File: config.mk
export PLATFORM = sky130hd
export DESIGN_NAME = egsp_isqrt
export DESIGN_NICKNAME = d
export VERILOG_FILES = /design/src/hdl/egsp_pkg.sv /design/src/hdl/egsp_isqrt.sv
export SDC_FILE = /design/constraint.sdc
export NUM_CORES = 1
export LEC_CHECK = 0
export BUFFER_PORTS_ARGS = -buffer_cell sky130_fd_sc_hd__buf_2
export CORE_MARGIN = 3
export CORE_UTILIZATION = 41
export CTS_CLUSTER_SIZE = 8
export DETAILED_ROUTE_END_ITERATION = 8
export GPL_TIMING_DRIVEN = 0
export PLACE_DENSITY_LB_ADDON = 0.2
export SLEW_MARGIN = 25
export SYNTH_ARGS = -nofsm -noshare
export SYNTH_HDL_FRONTEND = slang
export SYNTH_SLANG_ARGS = --single-unit
File: constraint.sdc
create_clock -name i_clk -period 4.47 [get_ports i_clk]
set_input_delay 0.447 -clock i_clk [delete_from_list [all_inputs] [get_ports i_clk]]
set_output_delay 0.447 -clock i_clk [all_outputs]
set_load 0.02 [all_outputs]
File: src/hdl/egsp_pkg.sv
// ----------------------------------------------------------------------------
// egsp_pkg
// Shared types and constants for the Euclidean graph shortest path engine.
// ----------------------------------------------------------------------------
package egsp_pkg;

    localparam int MAX_VERTICES = 64;
    localparam int MAX_DEGREE   = 16;
    localparam int COORD_BITS   = 16;

    localparam int VX_W     = 6;
    localparam int VCNT_W   = 7;
    localparam int DIST_W   = 24;
    localparam int CNT_W    = $clog2(MAX_DEGREE + 1);
    localparam int NB_AW    = $clog2(MAX_VERTICES * MAX_DEGREE);
    localparam int IDX_W    = $clog2(MAX_VERTICES + 1);
    localparam int LEN_W    = $clog2(MAX_VERTICES + 1);
    localparam int SQ_W     = 2 * COORD_BITS + 1;
    localparam int ROOT_W   = COORD_BITS + 1;
    localparam int RAD_W    = 2 * ROOT_W;
    localparam int STEP_W   = $clog2(ROOT_W + 1);
    localparam int MAX_PATH = (MAX_VERTICES < 64) ? MAX_VERTICES : 64;

    localparam logic [DIST_W-1:0] DIST_MAX = {DIST_W{1'b1}};

    localparam logic [1:0] OP_LOAD  = 2'd0;
    localparam logic [1:0] OP_EDGE  = 2'd1;
    localparam logic [1:0] OP_QUERY = 2'd2;

    typedef enum logic [1:0] {
        ST_PATH    = 2'd0,
        ST_UNREACH = 2'd1,
        ST_BAD     = 2'd2,
        ST_FULL    = 2'd3
    } t_status;

    typedef enum logic [4:0] {
        S_IDLE, S_CHK, S_CNTA, S_CNTB, S_EDGE2,
        S_SCAN, S_UCNT, S_NB, S_NBW, S_VCHK, S_VRD,
        S_MUL1, S_MUL2, S_SQST, S_SQRT, S_UPD,
        S_FIN, S_FIN2, S_PUSH, S_PRED, S_OUT, S_ORD, S_ERR
    } t_state;

    typedef struct packed {
        logic            start;
        logic [SQ_W-1:0] radicand;
    } t_sqrt_req;

    typedef struct packed {
        logic              done;
        logic [ROOT_W-1:0] root;
    } t_sqrt_rsp;

    function automatic logic [NB_AW-1:0] nb_addr(logic [VX_W-1:0] v, logic [CNT_W-1:0] n);
        return NB_AW'(NB_AW'(v) * NB_AW'(MAX_DEGREE) + NB_AW'(n));
    endfunction

endpackage

File: src/hdl/egsp_isqrt.sv
// ----------------------------------------------------------------------------
// egsp_isqrt
// Restoring integer square root, one root bit per cycle.
// ----------------------------------------------------------------------------
module egsp_isqrt import egsp_pkg::*; (
    input  logic      i_clk,
    input  logic      i_rst_n,
    input  t_sqrt_req i_req,
    output t_sqrt_rsp o_rsp
);

    logic              r_busy, n_busy;
    logic              r_done, n_done;
    logic [STEP_W-1:0] r_step, n_step;
    logic [RAD_W-1:0]  r_rad,  n_rad;
    logic [ROOT_W+1:0] r_rem,  n_rem;
    logic [ROOT_W-1:0] r_root, n_root;

    logic [ROOT_W+1:0] rem_sh;
    logic [ROOT_W+1:0] trial;
    logic              ge;

    always_comb begin
        rem_sh = {r_rem[ROOT_W-1:0], r_rad[RAD_W-1 -: 2]};
        trial  = {r_root, 2'b01};
        ge     = (rem_sh >= trial);
        n_busy = r_busy;
        n_done = 1'b0;
        n_step = r_step;
        n_rad  = r_rad;
        n_rem  = r_rem;
        n_root = r_root;
        if (i_req.start) begin
            n_busy = 1'b1;
            n_step = STEP_W'(ROOT_W);
            n_rad  = RAD_W'(i_req.radicand);
            n_rem  = '0;
            n_root = '0;
        end else if (r_busy) begin
            n_rad  = {r_rad[RAD_W-3:0], 2'b00};
            n_rem  = ge ? (rem_sh - trial) : rem_sh;
            n_root = {r_root[ROOT_W-2:0], ge};
            n_step = r_step - STEP_W'(1);
            if (r_step == STEP_W'(1)) begin
                n_busy = 1'b0;
                n_done = 1'b1;
            end
        end
    end

    always_ff @(posedge i_clk) begin
        if (!i_rst_n) begin
            r_busy <= 1'b0;
            r_done <= 1'b0;
            r_step <= '0;
        end else begin
            r_busy <= n_busy;
            r_done <= n_done;
            r_step <= n_step;
        end
    end

    always_ff @(posedge i_clk) begin
        r_rad  <= n_rad;
        r_rem  <= n_rem;
        r_root <= n_root;
    end

    assign o_rsp.done = r_done;
    assign o_rsp.root = r_root;

`ifndef ASSERT_OFF
    a_done_idle: assert property (@(posedge i_clk) disable iff (!i_rst_n)
        r_done |-> !r_busy) else $error("root done while still busy");
    a_busy_step: assert property (@(posedge i_clk) disable iff (!i_rst_n)
        r_busy |-> (r_step != '0)) else $error("busy with no steps left");
    a_start_busy: assert property (@(posedge i_clk) disable iff (!i_rst_n)
        i_req.start |=> r_busy) else $error("start did not launch");
`endif

endmodule

# --- Yosys cells after proc, flatten, opt, wreduce, memory -nomap -nowiden ---
# Cells that the tools add are included.
totals:
  regBits: 75
  in_bits: 36
  output_inout_bits: 18
  wordCells: 26
classes:
  n_addsub: 2
  order_cmp: 1
  eq_ne: 1
  mux: 9
  bitwise_logic: 2
  reduce_logical: 3
ops:
  columns: ["op", "n"]
  rows:
  - ["$mux 33", 2]
  - ["$ge 19x19->1", 1]
  - ["$mux 17", 1]
  - ["$sub 17x17->17", 1]
  - ["$mux 5", 2]
  - ["$eq 5x1->1 const B", 1]
  - ["$sub 5x1->5 const B", 1]
  - ["$mux 1", 4]
  - ["$reduce_or 3->1", 1]
  - ["$not 1->1", 2]
  - ["$reduce_bool 2->1", 1]
  - ["$reduce_or 2->1", 1]

# --- Depth between registers and ports, before layout ---
# Gate-level depths: netlist of the first run.
logic_depth:
  word_depth: 4
  depth_mapped: 10

# --- Worst setup path before layout of the first run ---
# OpenSTA, ideal clock, no wires.
synth_path:
  path_type: "register -> register"
  start: "register r_root[6]"
  end: "register r_rem[11]"
  arrival_time_ns: 2.389
  required_time_ns: 4.375
  setup_slack_ns: 1.985
  stages_incl_launch_ff: 10
  synth_period_minus_slack_ns: 2.485
  path_cell_list: "dfxtp_1 inv_1 ha_1 buf_2 a211oi_1 nand2_1 a211o_1 o21a_4 or4_1 o311ai_1"
synth_between:
  elab_chain_len: 2
synth_lines:
  columns: ["item", "line_no", "rtl"]
  rows:
  - ["start, declared", "egsp_isqrt.sv:17", "logic [ROOT_W-1:0] r_root, n_root;"]
  - ["start signal, assigned", "egsp_isqrt.sv:66", "r_root <= n_root;"]
  - ["$sub 17x17->17 or $ge 19x19->1 (tied branches)", "egsp_isqrt.sv:41, egsp_isqrt.sv:26", null]
  - ["$mux 17 *", "egsp_isqrt.sv:41", "n_rem = ge ? (rem_sh - trial) : rem_sh;"]
  - ["end signal, assigned", "egsp_isqrt.sv:65", "r_rem <= n_rem;"]
  - ["end, declared", "egsp_isqrt.sv:16", "logic [ROOT_W+1:0] r_rem, n_rem;"]
# Mark *: on every way between the ends. The rest lies on a longest branch, timed or not.
# A chain may end at the register's enable or synchronous reset.

# --- Worst setup path in the final report of the first run ---
layout_path:
  start: "register r_root[15]"
  end: "register r_rem[8]"
layout_between:
  elab_chain_len: 2
layout_lines:
  columns: ["item", "line_no", "rtl"]
  rows:
  - ["$ge 19x19->1", "egsp_isqrt.sv:26", "ge = (rem_sh >= trial);"]
  - ["$mux 17", "egsp_isqrt.sv:41", null]
# No other way between the ends.

==> results.cfg, run 1 <==
[status]
status = finished clean

[worst_setup_path]
cp_slowest_cell = a21boi_1
critPathMaxFanout = 9
required_ns = 4.71
cp-start-kind = flop
reg2regPathDepth = 8
crit_path_frequent_cell = a21boi_1
cp_cell_sequence = inv_1, ha_1, a21o_1, a21oi_1, a21boi_1, a21boi_1, nand2_1, o311a_1
r2r-start = r_root[15]
endpoint_kind = flop
reg2reg_setup_slack_ns = 1.50
critPathMaxStageDelay_ns = 0.77
crit_type = flop to flop
reg2reg_to = r_rem[8]
arrival_ns = 3.21

[grt]
grt_usage_pct = 17.42
grt_overflow_total = 0
grt_pass1_wl_mm = 15.77
grt_pass1_vias = 3156
antenna_found_initial = 0
grt_start_max_net_pins = 35

[die]
die_y_um = 106.7
die_w_um = 106.7
start_util_pct = 42.37
fp.dieArea_um2 = 11390
coreArea_um2 = 9819
io-pin-count = 54
row_count = 36

[clock_tree]
cts.repair.resized = 0
cts-root-buf = clkbuf_8
cts_hold_buf = 0
htreeDepth = 3
tritoncts = yes
clkTransAtPathRegs_ns = 0.09
cts_buffer_depth = 2
cts_buffers = 9
clock_latency_ns = 0.36
cts_setup_buffers = 0
clock-sinks = 75

[yosys]
synth_edf_count = 33
synthArstFlopShare_pct = 0
syn_inst = 412
ys_seq_elements = 75
syn_area_um2 = 4160
synth.yosys.seq_area_share_pct = 44.03
synth_fp_nets = 469
synthFlopType = dfxtp_1
ys_types = 60
syn_area_per_cell_um2 = 10.10
ys_warn_count = 0

[timing]
slew-limit-headroom_pct = 41.13
final_hold_viol_count = 0
period_share_pct = 66.42
drv_slew = 0
fin_tns_setup_ns = 0
finalSetupViolations = 0
fmax_mhz = 336.8
fin_crit_ns = 2.969
rsz0062_at_grt = false
fin_skew_ns = 0.008750
worst-slew-pin-transition_ns = 0.8811

[route]
wl_per_cell_um = 15.88
dr_total_vias = 3284
via_per_inst = 5.349
dr.first_iter.drc_count = 172
dr.pass1.iters = 4
routed_wirelength_mm = 9.749
antenna_left = 0
drc = 0

[hold_path]
worst_hold_startpoint = i_rst_n
holdPathEnd = r_busy
holdPathStages = 2
hold_path_class = primary input to flop

[placement]
io_buffers = 53
post-place-cells = 598
dpl.hpwl_mm = 7.168
gp_congestion = 0.8581

[pwr]
power_density_nw_per_um2 = 547.4
p_leak_nw = 1.897
vdd_drop_max_mv = 0.2334

[job]
drv_cap = 0

[layout]
fin_util_pct = 48.90
layout-drive-gt1-share_pct = 24.32
final_cell_mix = buf_2, nor2_1, dfxtp_1, edfxtp_1, mux2_2
num_antenna_cells = 0
areaGrowthSynthToFinish_pct = 15.43
nNetsFinal = 533
layout_commonest_cell = buf_2
fin_cells = 614
-- synthesized netlist by cell type, types with 3 or more instances --
library cell | n | area, um^2
and2_1 | 3 | 18.77
nor2_1 | 44 | 165.2
clkbuf_1 | 14 | 52.55
a211oi_1 | 4 | 30.03
o41ai_1 | 3 | 26.28
o311ai_1 | 3 | 26.28
nand2_1 | 24 | 90.09
xnor2_1 | 13 | 113.9
nand4_1 | 3 | 18.77
nor2b_1 | 3 | 18.77
o21a_1 | 7 | 52.55
nor3_1 | 8 | 40.04
a21oi_1 | 15 | 75.07
o221ai_1 | 3 | 26.28
or4_1 | 3 | 22.52
o21ai_1 | 8 | 40.04
o211ai_1 | 6 | 45.04
mux2_2 | 32 | 360.4
dfxtp_1 | 42 | 840.8
edfxtp_1 | 33 | 991.0
inv_1 | 29 | 108.9
a311oi_1 | 7 | 61.31
mux2i_1 | 17 | 170.2
a31oi_1 | 3 | 18.77
a21o_1 | 4 | 30.03
ha_1 | 21 | 262.8
nand3_1 | 13 | 65.06
o21ai_0 | 8 | 40.04
-- final cells by class --
| type | instances | area (um^2) |
|---|---|---|
| fillers | 983 | 5017 |
| multi-input cells | 287 | 2130 |
| flip-flops and latches | 75 | 1832 |
| repair buffers | 53 | 265.3 |
| well taps | 133 | 166.4 |
| clock buffers | 9 | 123.9 |
| inverters | 30 | 112.6 |
| plain buffers | 20 | 88.84 |
| clock inverters | 7 | 83.83 |
-- cells by family (layout without fill, tap and decap cells) --
group           count (synthesis)  after routing  synth area share (%)
compound gates                 90             90                 16.36
xor+xnor                       14             14                 2.947
fa+ha+maj                      21             21                 6.316
buf+inv                        50            119                 4.842
flops                          75             75                 44.03
mux                            49             49                 12.75
simple gates                  113            113                 12.75
-- worst max path at each step --
stage	cells past startpoint	startpoint	slack, ns	endpoint
final	8	r_root[15]	1.50	r_rem[8]
after global routing	8	r_root[15]	1.36	r_rem[7]
after CTS	8	r_root[15]	1.59	r_rem[8]
after detailed placement	8	r_root[15]	1.61	r_rem[8]
after global placement	8	r_root[15]	1.57	r_rem[8]
after floorplan	9	r_root[6]	1.99	r_rem[11]
-- flip-flops by register name (all words and copies together), names as in the netlist --
name and count:
r_done 1, r_rem 17, r_rad 34, r_step 5
r_busy 1, r_root 17
-- stage by stage --
step	instance area (um^2)	total power, mW	worst slack (ns)	hold WS (ns)
floorplan	4160	1.775	1.985	0.4532
global placement	4592	2.058	1.574	0.4760
detailed placement	4594	2.066	1.608	0.4920
CTS	4802	2.633	1.588	0.3332
global route	4802	2.793	1.364	0.3479
finish	4802	2.629	1.501	0.3431
-- per-layer routing --
metal	part of all wire, %	track usage (%)	up-vias
met1	48	24.70	1570
met2	46	27.07	51
met3	4.5	2.529	16
met4	1.6	6.301	0
met5	0	0	-
li1	-	-	1647
-- power by group --
group | total (mW) | switching (mW) | internal, mW | leakage, nW
logic | 1.21 | 0.727 | 0.482 | 1.12
clock network | 0.559 | 0.291 | 0.268 | 0.102
registers | 0.861 | 0.0574 | 0.804 | 0.676
-- worst max-delay path: cells and delay by family, from the launching register on --
kind            cells  cell delay (ns)
fa+ha+maj           1             0.32
buf+inv             1             0.06
flops               1             0.37
simple gates        1             0.31
compound gates      5             1.80
(Power assumes the default switching activity.)
==> run 2, diff against run 1 <==
==> constraint.sdc (replaced) <==
create_clock -name i_clk -period 2.4 [get_ports i_clk]
set_input_delay 0.24 -clock i_clk [delete_from_list [all_inputs] [get_ports i_clk]]
set_output_delay 0.24 -clock i_clk [all_outputs]
set_load 0.02 [all_outputs]
==> results.cfg, run 2 (synthesized netlist as in run 1, its figures left out) <==
[grt]
grtUsageMet2_pct = 27.97
grt_overflow_total = 0
grt_pass1_vias = 3224
grt_start_max_net_pins = 35
antenna_found_initial = 0
grt_use_met3_pct = 2.589
grt_usage_pct = 18.10
grt.busiest_layer = met2
use_met1_pct = 25.98
grt_pass1_wl_mm = 16.39

[layout]
fin_util_pct = 53.89
nNetsFinal = 556
layout_commonest_cell = buf_2
regMostFlops = r_rad
n_fill_cell = 934
largest_reg_flops = 34
num_antenna_cells = 0
reg_top3 = r_rad (34), r_rem (17), r_root (17)
areaGrowthSynthToFinish_pct = 27.19
final_cell_mix = buf_2, nor2_1, edfxtp_1, mux2_2, dfxtp_1
layout-drive-gt1-share_pct = 36.71

[timing]
final_hold_viol_count = 0
fin_crit_ns = 2.362
fin_tns_setup_ns = 0
finalSetupViolations = 0
worst-slew-pin-transition_ns = 0.8815
fmax_mhz = 423.5
fin_skew_ns = 0.004617
period_share_pct = 98.40
slew-limit-headroom_pct = 41.23
drv_slew = 0

[die]
die_w_um = 106.7
io-pin-count = 54
fp.dieArea_um2 = 11390
die_y_um = 106.7
coreArea_um2 = 9819
start_util_pct = 42.37
row_count = 36

[pwr]
p_leak_nw = 2.088
vdd_drop_max_mv = 0.4844
power_density_nw_per_um2 = 1095

[route]
dr.first_iter.drc_count = 196
dr.pass1.iters = 5
routed_wirelength_mm = 10.47
antenna_left = 0
wl_per_cell_um = 16.44
dr_total_vias = 3462
drc = 0
via_per_inst = 5.435

[clock_tree]
cts_buffers = 9
cts-root-buf = clkbuf_8
clock_latency_ns = 0.36
cts_hold_buf = 0
cts_buffer_depth = 2
htreeDepth = 3
tritoncts = yes
clkTransAtPathRegs_ns = 0.09
clock-sinks = 75

[worst_setup_path]
critPathMaxFanout = 9
required_ns = 2.66
endpoint_kind = flop
crit_type = flop to flop
arrival_ns = 2.62
cp-start-kind = flop

[status]
status = finished clean

[placement]
io_buffers = 53
gp_congestion = 0.8578
dpl.hpwl_mm = 7.007

[job]
drv_cap = 0

[hold_path]
hold_path_class = primary input to flop
## run 2: repair_timing
action	CTS	global route
setup endpoints to repair	18	18
buffers inserted	12	12
resized for setup	17	44
pin swaps	7	18
gates cloned	0	0
## run 2: critical path, stage by stage (launching register included)
cell and delay, ns:
dfxtp_2 0.33, inv_1 0.06, ha_4 0.25, a211oi_2 0.28, nand2_1 0.14, a211o_1 0.37
o21a_4 0.26, or4_1 0.48, o311ai_1 0.11
## run 2: path summary, 6_finish.rpt
| check | start | to | slack, ns | depth (start not counted) |
|---|---|---|---|---|
| max | r_root[6] | r_rem[1] | 0.04 | 8 |
| min | i_rst_n | r_busy | 0.14 | 2 |
| max reg2reg | r_root[6] | r_rem[1] | 0.04 | 8 |
| min reg2reg | r_rem[15] | r_rem[15] | 0.48 | 2 |
## run 2: cell type report
| type | count | area [um^2] | share of cell area (%) |
|---|---|---|---|
| buffer | 19 | 88.84 | 1.679 |
| clock buffer | 9 | 123.9 | 2.341 |
| clock inverter | 7 | 106.4 | 2.010 |
| inverter | 30 | 112.6 | 2.128 |
| multi-input combinational | 287 | 2395 | 45.26 |
| sequential | 75 | 1849 | 34.95 |
| tap | 133 | 166.4 | 3.145 |
| timing repair buffer | 77 | 449.2 | 8.489 |
## run 2: routing by layer
layer / vias to the layer above / wire (um)
met1: 1651 / 4870
met5: - / 0
met3: 20 / 495
li1: 1685 / -
met2: 106 / 4877
met4: 0 / 229
## run 2: through the flow
stage               hold slack, ns  area (um^2)  cells  power, mW  setup slack, ns
floorplan                   0.3682         4172    412      3.317         0.001793
global placement            0.4762         4603    598      3.842          -0.4895
detailed placement          0.4697         4606    598      3.861          -0.5133
CTS                         0.1354         5005    626      5.380         0.001551
global route                0.1598         5291    637      6.118         -0.05086
finish                      0.1390         5291    637      5.793          0.03849
## run 2: power breakdown
part,switching [mW],internal [mW],leakage [nW]
registers,0.124,1.50,0.682
logic,1.62,1.39,1.29
clock network,0.552,0.606,0.117
total,2.30,3.49,2.09
